### config.mk
export PLATFORM = sky130hd
export DESIGN_NAME = byte_stuffing_codec_unit_flat
export DESIGN_NICKNAME = d
export VERILOG_FILES = /design/src/bsc_pkg.sv /design/src/bsc_stream_if.sv /design/src/byte_stuffing_codec_unit.sv /design/src/flat_wrapper.sv
export SDC_FILE = /design/constraint.sdc
export NUM_CORES = 1
export LEC_CHECK = 0
export ABC_CLOCK_PERIOD_IN_PS = 2800
export BUFFER_PORTS_ARGS = -buffer_cell sky130_fd_sc_hd__buf_2
export CELL_PAD_IN_SITES_DETAIL_PLACEMENT = 0
export CELL_PAD_IN_SITES_GLOBAL_PLACEMENT = 1
export CORE_MARGIN = 1.5
export CORE_UTILIZATION = 34
export DETAILED_ROUTE_END_ITERATION = 12
export GPL_TIMING_DRIVEN = 0
export PLACE_DENSITY_LB_ADDON = 0.12
export REMOVE_ABC_BUFFERS = 1
export SETUP_SLACK_MARGIN = 0.3
export SYNTH_ARGS = -nofsm -noshare
export SYNTH_HDL_FRONTEND = slang
export SYNTH_SLANG_ARGS = --single-unit
### constraint.sdc
create_clock -name clk -period 2.8 [get_ports clk]
set_input_delay 0.14 -clock clk [delete_from_list [all_inputs] [get_ports clk]]
set_output_delay 0.14 -clock clk [all_outputs]
set_load 0.005 [all_outputs]
### src/bsc_pkg.sv
// Package with the shared types and constants of the byte stuffing codec.
`timescale 1ns / 1ps
`default_nettype none

package bsc_pkg;

  localparam int unsigned BYTE_W = 8;
  localparam int unsigned ADDR_W = 4;
  localparam int unsigned DATA_W = 32;
  localparam int unsigned IDX_W  = 2;

  // XOR pattern applied to an escaped byte.
  localparam logic [BYTE_W-1:0] XOR_MASK = 8'h20;

  localparam logic             MODE_RESET  = 1'b0;
  localparam logic [BYTE_W-1:0] DELIM_RESET = 8'd254;
  localparam logic [BYTE_W-1:0] ESC_RESET   = 8'd253;

  // Register indexes, taken from paddr[3:2].
  typedef enum logic [IDX_W-1:0] {
    REG_MODE  = 2'd0,
    REG_DELIM = 2'd1,
    REG_ESC   = 2'd2,
    REG_NONE  = 2'd3
  } reg_idx_t;

  typedef enum logic {
    MODE_ENCODE = 1'b0,
    MODE_DECODE = 1'b1
  } mode_t;

  // Number of results an input byte produces.
  typedef enum logic [1:0] {
    NRES_ZERO = 2'd0,
    NRES_ONE  = 2'd1,
    NRES_TWO  = 2'd2,
    NRES_BAD  = 2'd3
  } nres_t;

  typedef struct packed {
    logic [BYTE_W-1:0] out_byte;
    logic              out_last;
    logic              incomplete_escape;
  } result_t;

endpackage

`default_nettype wire

### src/bsc_stream_if.sv
// Valid/ready stream interfaces for the input bytes and the coded results.
`timescale 1ns / 1ps
`default_nettype none

interface bsc_in_if;
  logic                        valid;
  logic                        ready;
  logic [bsc_pkg::BYTE_W-1:0]  data_byte;
  logic                        block_end;

  modport source (output valid, output data_byte, output block_end, input ready);
  modport sink   (input valid, input data_byte, input block_end, output ready);
endinterface

interface bsc_out_if;
  logic                        valid;
  logic                        ready;
  logic [bsc_pkg::BYTE_W-1:0]  out_byte;
  logic                        out_last;
  logic                        incomplete_escape;

  modport source (output valid, output out_byte, output out_last,
                  output incomplete_escape, input ready);
  modport sink   (input valid, input out_byte, input out_last,
                  input incomplete_escape, output ready);
endinterface

`default_nettype wire

### src/byte_stuffing_codec_unit.sv
// Top level of the byte stuffing codec: input register, coding logic, result register.
//
// Usage: bytes enter on in_ch with a block_end mark on the last byte of a block
// and leave on out_ch as coded results. The mode register selects encoding
// (delimiter and escape bytes become the escape byte followed by the byte XOR
// 0x20) or decoding (an escape byte is dropped and the byte after it is XORed
// with 0x20). A decoded block that ends on an escape byte gives one result
// with incomplete_escape set, out_byte zero and out_last set.
// A byte passes through the input register and then the result register, which
// offers its result. A byte that yields one result leaves the input register as
// its result is loaded, so one transfer per cycle is sustained while the receiver
// takes results; a byte that is escaped while encoding yields two results and
// holds the input register until both are loaded, since the result register takes
// one result per cycle. A decoded escape byte yields no result and leaves without
// waiting for room. When the receiver stalls, the result register holds its
// transfer, the input register fills behind it and in_ch.ready falls; nothing is lost.
// Registers must be written over the APB port only while the block is idle; the
// block does not enforce this. Reset (synchronous, rst_n low) empties both registers,
// clears the pending escape and loads mode encode, delimiter 254 and escape 253.
`timescale 1ns / 1ps
`default_nettype none

module byte_stuffing_codec_unit (
  input  wire logic                         clk,
  input  wire logic                         rst_n,
  bsc_in_if.sink                            in_ch,
  bsc_out_if.source                         out_ch,
  input  wire logic                         psel,
  input  wire logic                         penable,
  input  wire logic                         pwrite,
  input  wire logic [bsc_pkg::ADDR_W-1:0]   paddr,
  input  wire logic [bsc_pkg::DATA_W-1:0]   pwdata,
  output logic      [bsc_pkg::DATA_W-1:0]   prdata,
  output logic                              pready
);

  // Configuration registers.
  bsc_pkg::mode_t                 mode_r;
  logic [bsc_pkg::BYTE_W-1:0]     delim_r;
  logic [bsc_pkg::BYTE_W-1:0]     esc_r;
  bsc_pkg::reg_idx_t              reg_idx;
  logic                           cfg_wr;

  // Input register and its progress.
  logic                           in_valid_r;
  logic [bsc_pkg::BYTE_W-1:0]     in_byte_r;
  logic                           in_last_r;
  logic                           phase_r;     // first of two results already sent
  logic                           esc_pend_r;
  logic                           esc_pend_nxt;

  // Result register.
  logic                           out_valid_r;
  bsc_pkg::result_t               out_r;

  // Coding logic outputs.
  bsc_pkg::nres_t                 nres;
  bsc_pkg::result_t               res0;
  bsc_pkg::result_t               res1;
  logic                           out_free;
  logic                           load;
  logic                           consume;
  logic                           in_xfer;

  assign pready  = 1'b1;
  assign reg_idx = bsc_pkg::reg_idx_t'(paddr[bsc_pkg::ADDR_W-1:2]);
  assign cfg_wr  = psel && penable && pwrite && pready;

  always_comb begin
    prdata = '0;
    unique case (reg_idx)
      bsc_pkg::REG_MODE:  prdata[0] = mode_r;
      bsc_pkg::REG_DELIM: prdata[bsc_pkg::BYTE_W-1:0] = delim_r;
      bsc_pkg::REG_ESC:   prdata[bsc_pkg::BYTE_W-1:0] = esc_r;
      default:            prdata = '0;
    endcase
  end

  always_ff @(posedge clk) begin
    if (!rst_n) begin
      mode_r  <= bsc_pkg::mode_t'(bsc_pkg::MODE_RESET);
      delim_r <= bsc_pkg::DELIM_RESET;
      esc_r   <= bsc_pkg::ESC_RESET;
    end else if (cfg_wr) begin
      unique case (reg_idx)
        bsc_pkg::REG_MODE:  mode_r  <= bsc_pkg::mode_t'(pwdata[0]);
        bsc_pkg::REG_DELIM: delim_r <= pwdata[bsc_pkg::BYTE_W-1:0];
        bsc_pkg::REG_ESC:   esc_r   <= pwdata[bsc_pkg::BYTE_W-1:0];
        default: ;
      endcase
    end
  end

  // Coding of the byte in the input register. All results of one byte are
  // formed here; the phase bit picks which of two goes out.
  always_comb begin
    res0         = '{out_byte: in_byte_r, out_last: in_last_r, incomplete_escape: 1'b0};
    res1         = '{out_byte: in_byte_r ^ bsc_pkg::XOR_MASK, out_last: in_last_r,
                     incomplete_escape: 1'b0};
    nres         = bsc_pkg::NRES_ONE;
    esc_pend_nxt = 1'b0;
    if (mode_r == bsc_pkg::MODE_ENCODE) begin
      if (in_byte_r == delim_r || in_byte_r == esc_r) begin
        // Escape byte first, then the transformed byte carries the mark.
        res0 = '{out_byte: esc_r, out_last: 1'b0, incomplete_escape: 1'b0};
        nres = bsc_pkg::NRES_TWO;
      end
    end else if (esc_pend_r) begin
      res0 = res1;
    end else if (in_byte_r == esc_r) begin
      if (in_last_r) begin
        // The block ends while an escape is open.
        res0 = '{out_byte: '0, out_last: 1'b1, incomplete_escape: 1'b1};
      end else begin
        nres         = bsc_pkg::NRES_ZERO;
        esc_pend_nxt = 1'b1;
      end
    end
  end

  assign out_free = !out_valid_r || out_ch.ready;
  assign load     = in_valid_r && (nres != bsc_pkg::NRES_ZERO) && out_free;
  assign consume  = in_valid_r &&
                    ((nres == bsc_pkg::NRES_ZERO) ||
                     (out_free && ((nres == bsc_pkg::NRES_ONE) || phase_r)));
  assign in_ch.ready = !in_valid_r || consume;
  assign in_xfer     = in_ch.valid && in_ch.ready;

  always_ff @(posedge clk) begin
    if (!rst_n) begin
      in_valid_r <= 1'b0;
      phase_r    <= 1'b0;
      esc_pend_r <= 1'b0;
    end else begin
      if (in_xfer) begin
        in_valid_r <= 1'b1;
      end else if (consume) begin
        in_valid_r <= 1'b0;
      end
      if (consume) begin
        phase_r    <= 1'b0;
        esc_pend_r <= esc_pend_nxt;
      end else if (load) begin
        phase_r    <= 1'b1;
      end
    end
  end

  always_ff @(posedge clk) begin
    if (in_xfer) begin
      in_byte_r <= in_ch.data_byte;
      in_last_r <= in_ch.block_end;
    end
  end

  always_ff @(posedge clk) begin
    if (!rst_n) begin
      out_valid_r <= 1'b0;
    end else if (out_free) begin
      out_valid_r <= load;
    end
  end

  always_ff @(posedge clk) begin
    if (load) begin
      out_r <= phase_r ? res1 : res0;
    end
  end

  assign out_ch.valid             = out_valid_r;
  assign out_ch.out_byte          = out_r.out_byte;
  assign out_ch.out_last          = out_r.out_last;
  assign out_ch.incomplete_escape = out_r.incomplete_escape;

  // The second half of an escaped byte only exists while its byte is held.
  a_phase_needs_item: assert property (@(posedge clk) disable iff (!rst_n)
    phase_r |-> in_valid_r)
    else $error("phase set with empty input register");

  // The second result leaves as soon as the result register has room.
  a_phase_clears: assert property (@(posedge clk) disable iff (!rst_n)
    phase_r && out_free |=> !phase_r)
    else $error("second result not sent when result register was free");

  // An open escape at a block end is reported as a final, empty result.
  a_incomplete_form: assert property (@(posedge clk) disable iff (!rst_n)
    out_valid_r && out_r.incomplete_escape |-> out_r.out_last && out_r.out_byte == '0)
    else $error("incomplete escape result malformed");

  // A pending escape is only set when a byte leaves the input register.
  a_pend_on_consume: assert property (@(posedge clk) disable iff (!rst_n)
    $rose(esc_pend_r) |-> $past(consume))
    else $error("escape pending set without a consumed byte");

endmodule

`default_nettype wire

### src/flat_wrapper.sv
// flat-port wrapper written by rule: the top's interface ports become plain ports
module byte_stuffing_codec_unit_flat 
  (clk, rst_n, psel, penable, pwrite, paddr, pwdata, prdata, pready, in_ch_valid, in_ch_data_byte, in_ch_block_end, in_ch_ready, out_ch_valid, out_ch_out_byte, out_ch_out_last, out_ch_incomplete_escape, out_ch_ready);
  bsc_in_if in_ch_i ();
  bsc_out_if out_ch_i ();
  input  wire logic clk;
  input  wire logic rst_n;
  input  wire logic psel;
  input  wire logic penable;
  input  wire logic pwrite;
  input  wire logic [bsc_pkg::ADDR_W-1:0] paddr;
  input  wire logic [bsc_pkg::DATA_W-1:0] pwdata;
  output logic      [bsc_pkg::DATA_W-1:0] prdata;
  output logic pready;
  input wire logic [$bits(in_ch_i.valid)-1:0] in_ch_valid;
  input wire logic [$bits(in_ch_i.data_byte)-1:0] in_ch_data_byte;
  input wire logic [$bits(in_ch_i.block_end)-1:0] in_ch_block_end;
  output wire logic [$bits(in_ch_i.ready)-1:0] in_ch_ready;
  output wire logic [$bits(out_ch_i.valid)-1:0] out_ch_valid;
  output wire logic [$bits(out_ch_i.out_byte)-1:0] out_ch_out_byte;
  output wire logic [$bits(out_ch_i.out_last)-1:0] out_ch_out_last;
  output wire logic [$bits(out_ch_i.incomplete_escape)-1:0] out_ch_incomplete_escape;
  input wire logic [$bits(out_ch_i.ready)-1:0] out_ch_ready;
  assign in_ch_i.valid = in_ch_valid;
  assign in_ch_i.data_byte = in_ch_data_byte;
  assign in_ch_i.block_end = in_ch_block_end;
  assign in_ch_ready = in_ch_i.ready;
  assign out_ch_valid = out_ch_i.valid;
  assign out_ch_out_byte = out_ch_i.out_byte;
  assign out_ch_out_last = out_ch_i.out_last;
  assign out_ch_incomplete_escape = out_ch_i.incomplete_escape;
  assign out_ch_i.ready = out_ch_ready;
  byte_stuffing_codec_unit u_core (.clk(clk), .rst_n(rst_n), .in_ch(in_ch_i), .out_ch(out_ch_i), .psel(psel), .penable(penable), .pwrite(pwrite), .paddr(paddr), .pwdata(pwdata), .prdata(prdata), .pready(pready));
endmodule
==> summary.txt <==
Status
  • Status: complete, no violations

Layout
  • Antenna Cells: 0
  • Most used cells in the layout excluding fill and tap cells: buf_2, nand2_1, conb_1
  • Final-layout fill cell count: 627
  • Post-layout util: 41.2%
  • Post-layout nets: 320
  • Most frequent standard cell in the layout excluding fill and tap cells: buf_2
  • Proportion of layout cells with a drive suffix above 1: 22.6%
  • Design Area, Final: 2480 um2
  • Sequential cell area: 991 um2
  • Area added between synthesis and finish: 14.8%
  • Multi-input combinational cell area: 1020 um2

Critical path
  • Capturing element type of the critical path: output pin
  • End of the worst register-to-register path: u_core.out_ch.out_byte[0]
  • Worst Path Required: 2.66 ns
  • Reg-to-reg setup timing slack: 0.54 ns
  • WP data arrival: 2.13 ns
  • Start-to-end type of the worst setup path: reg2out
  • CP max FO: 5
  • CP startpoint kind: flip-flop
  • Length in cells of the worst reg-to-reg path: 5
  • Startpoint of the worst register-to-register path: u_core.in_byte_r[0]

Min path
  • Hold EP: u_core.in_byte_r[0]
  • Hold Crit Start: in_ch_data_byte[0]
  • Class of the tightest hold or removal check: in2reg
  • Hold path cells: 1

Route
  • DRC violation total after the first TritonRoute iteration: 67
  • Remaining antenna violation count after routing: 0
  • Total wire length: 4.72 mm
  • Length of the first detailed-routing pass in iterations: 4
  • DRC violations left: 0
  • Via density per instance: 4.68
  • Via count of the routed design: 1,591
  • Wire per inst: 13.9 um

Clocking
  • CTS Root Cell: clkbuf_8
  • CTS sink count: 40
  • Buffers from clock root to sink, at most: 2
  • Number of buffers created by CTS: 5
  • CTS tree: built
  • # hold bufs at CTS: 0
  • Clk Latency, worst-skew pair: 0.29 ns
  • CTS clk-pin slew, worst paths: 0.09 ns
  • Number of H-tree levels: 2

STA
  • Max-Slew Margin vs Limit: 47.9%
  • Worst-case hold slack: 0.0154 ns
  • Final hold violations: 0
  • Actual transition at the worst max-transition pin: 0.779 ns
  • Setup TNS: 0 ns
  • Max Transition Viols Final: 0
  • Fin Clk Skew: 0.00961 ns
  • Unrepaired setup endpoints after global routing: false
  • Highest attainable clock frequency: 0.440 GHz
  • # setup viols final: 0
  • Minimum clock period: 2.27 ns
  • Post-route clock period utilization: 81.1%

GRT
  • Vias in the first global route: 1,430
  • Grt ovf: 0
  • Busiest metal layer after global routing: met2
  • Gr usage total: 14.8%
  • First-pass GRT wire length: 7.33 mm
  • M1 GR Usage: 21.2%
  • Met3 Usage GRT: 3.85%
  • Maximum number of pins on one net before global-route repair: 26
  • Met2 usage in global routing: 21.5%
  • Antenna violations before repair: 0

Placement
  • Buffers added on ports: 45
  • GPL Wtd Cong: 0.743
  • Placed inst area: 2320 um2
  • HPWL after detailed placement: 3.53 mm

Synthesis
  • Distinct cells, synth: 39
  • Dominant synthesized flop cell: dfxtp_1
  • Synthesized cell area: 2160 um2
  • Post-Syn Instances: 221
  • Average cell area after synthesis: 9.79 um2
  • Synthesized flop and latch total: 40
  • EDFF count, synth: 19
  • Yosys warning count: 0
  • Portion of the post-synthesis area used by sequential elements: 45.8%
  • Fraction of synthesis flops using an asynchronous set or reset pin: 0%

Pwr
  • Leakage power: 0.00110 uW
  • P per Cell Area: 522 nW/um2
  • Worst-case vdd ir drop: 0.000186 V

Floorplan
  • Die span in y: 82.8 um
  • Starting utilization of the core area: 35.9%
  • Die footprint: 6850 um2
  • Site Rows: 28
  • Number of I/O pins: 97
  • Core area: 6030 um2
  • DIE WIDTH: 82.8 um

Job
  • Number of max-cap violations: 0
-- routing by layer --
layer / up-vias / share of wire, %
met5: - / 0
met4: 0 / 0.49
met3: 2 / 4.5
met2: 46 / 46
met1: 736 / 49
li1: 807 / -
-- Yosys cell counts, types with 2 or more instances --
library cell / instances / area, um2
ha_1: 4 / 50.1
nand3_1: 17 / 85.1
buf_4: 25 / 188
nor2b_1: 10 / 62.6
conb_1: 2 / 7.51
and3_1: 3 / 18.8
and2_1: 2 / 12.5
a21boi_1: 4 / 30.0
a211o_1: 2 / 17.5
a21oi_1: 3 / 15.0
nor3b_1: 3 / 22.5
a22o_1: 7 / 61.3
nor2_1: 3 / 11.3
mux2i_1: 2 / 20.0
xor2_1: 16 / 140
inv_1: 5 / 18.8
nand2_1: 39 / 146
a22oi_1: 7 / 52.6
nor4_2: 2 / 25.0
dfxtp_1: 21 / 420
clkbuf_1: 6 / 22.5
buf_6: 2 / 22.5
nor4_1: 2 / 12.5
edfxtp_1: 19 / 571
-- power by group --
part / internal (uW) / leakage, uW / total (uW) / switching [uW]
clock: 269 / 0.0000583 / 485 / 216
combinational: 65.3 / 0.000688 / 147 / 81.8
sequential: 642 / 0.000356 / 665 / 22.4
total: 976 / 0.00110 / 1300 / 320
-- stage by stage --
step	cells	setup slack (ns)	total power (uW)
global placement	330	-0.138	819
finish	340	0.529	1300
global route	340	0.362	1360
detailed placement	330	-0.158	820
floorplan	210	0.520	755
CTS	340	0.387	1310
-- worst max-delay path: stages, from the launching register on --
cell and delay, ns:
edfxtp_1 0.48, xor2_1 0.21, nor4_4 0.40, a22oi_2 0.21, nor3_4 0.31, o21bai_1 0.10, buf_2 0.13
-- cell families (layout without fill, tap and decap cells) --
group / Yosys count / after routing / synth area share [%]
buffers and inverters: 39 / 60 / 12.3
AO/OA/AOI/OAI: 33 / 33 / 12.1
other: 2 / 25 / 0.347
multiplexers: 2 / 2 / 0.925
adder cells (fa/ha/maj): 4 / 4 / 2.31
AND/OR/NAND/NOR: 85 / 85 / 19.8
XOR/XNOR: 16 / 16 / 6.48
flip-flops: 40 / 40 / 45.8
-- registers in the layout, indices dropped and copies added, names as in the netlist --
| signal | flops |
|---|---|
| u_core.out_ch.valid | 1 |
| u_core.esc_pend_r | 1 |
| u_core.in_last_r | 1 |
| u_core.out_ch.out_last | 1 |
| u_core.mode_r | 1 |
| u_core.out_ch.incomplete_escape | 1 |
| u_core.esc_r | 8 |
| u_core.out_ch.out_byte | 8 |
| u_core.phase_r | 1 |
| u_core.delim_r | 8 |
| u_core.in_valid_r | 1 |
| u_core.in_byte_r | 8 |
-- timing repair --
item                       4_1_cts  5_1_grt
setup endpoints to repair       10       10
pin swaps                        1        0
gates resized for setup          2        2
buffers inserted                 2        0
-- worst max-delay path by stage --
| stage | start | end | slack [ns] | cells after the start |
|---|---|---|---|---|
| 6_report | u_core.in_byte_r[5] | in_ch_ready | 0.53 | 6 |
| 5_1_grt | u_core.in_byte_r[0] | u_core.out_ch.out_byte[6] | 0.36 | 5 |
| 4_1_cts | u_core.in_byte_r[2] | in_ch_ready | 0.39 | 6 |
| 3_5_place_dp | u_core.in_byte_r[5] | u_core.in_byte_r[3] | -0.16 | 5 |
| 3_3_place_gp | u_core.in_byte_r[5] | u_core.in_byte_r[3] | -0.14 | 5 |
| 2_1_floorplan | u_core.in_byte_r[5] | u_core.in_byte_r[0] | 0.52 | 5 |
-- final cells by class --
cell class,instances,area share [%]
clock inverters,3,1.91
multi-input cells,165,41.2
repair buffers,47,9.67
inverters,5,0.756
clock buffers,5,2.77
well taps,75,3.78
flip-flops and latches,40,39.9
No activity file was read; power rests on OpenSTA's default activity.
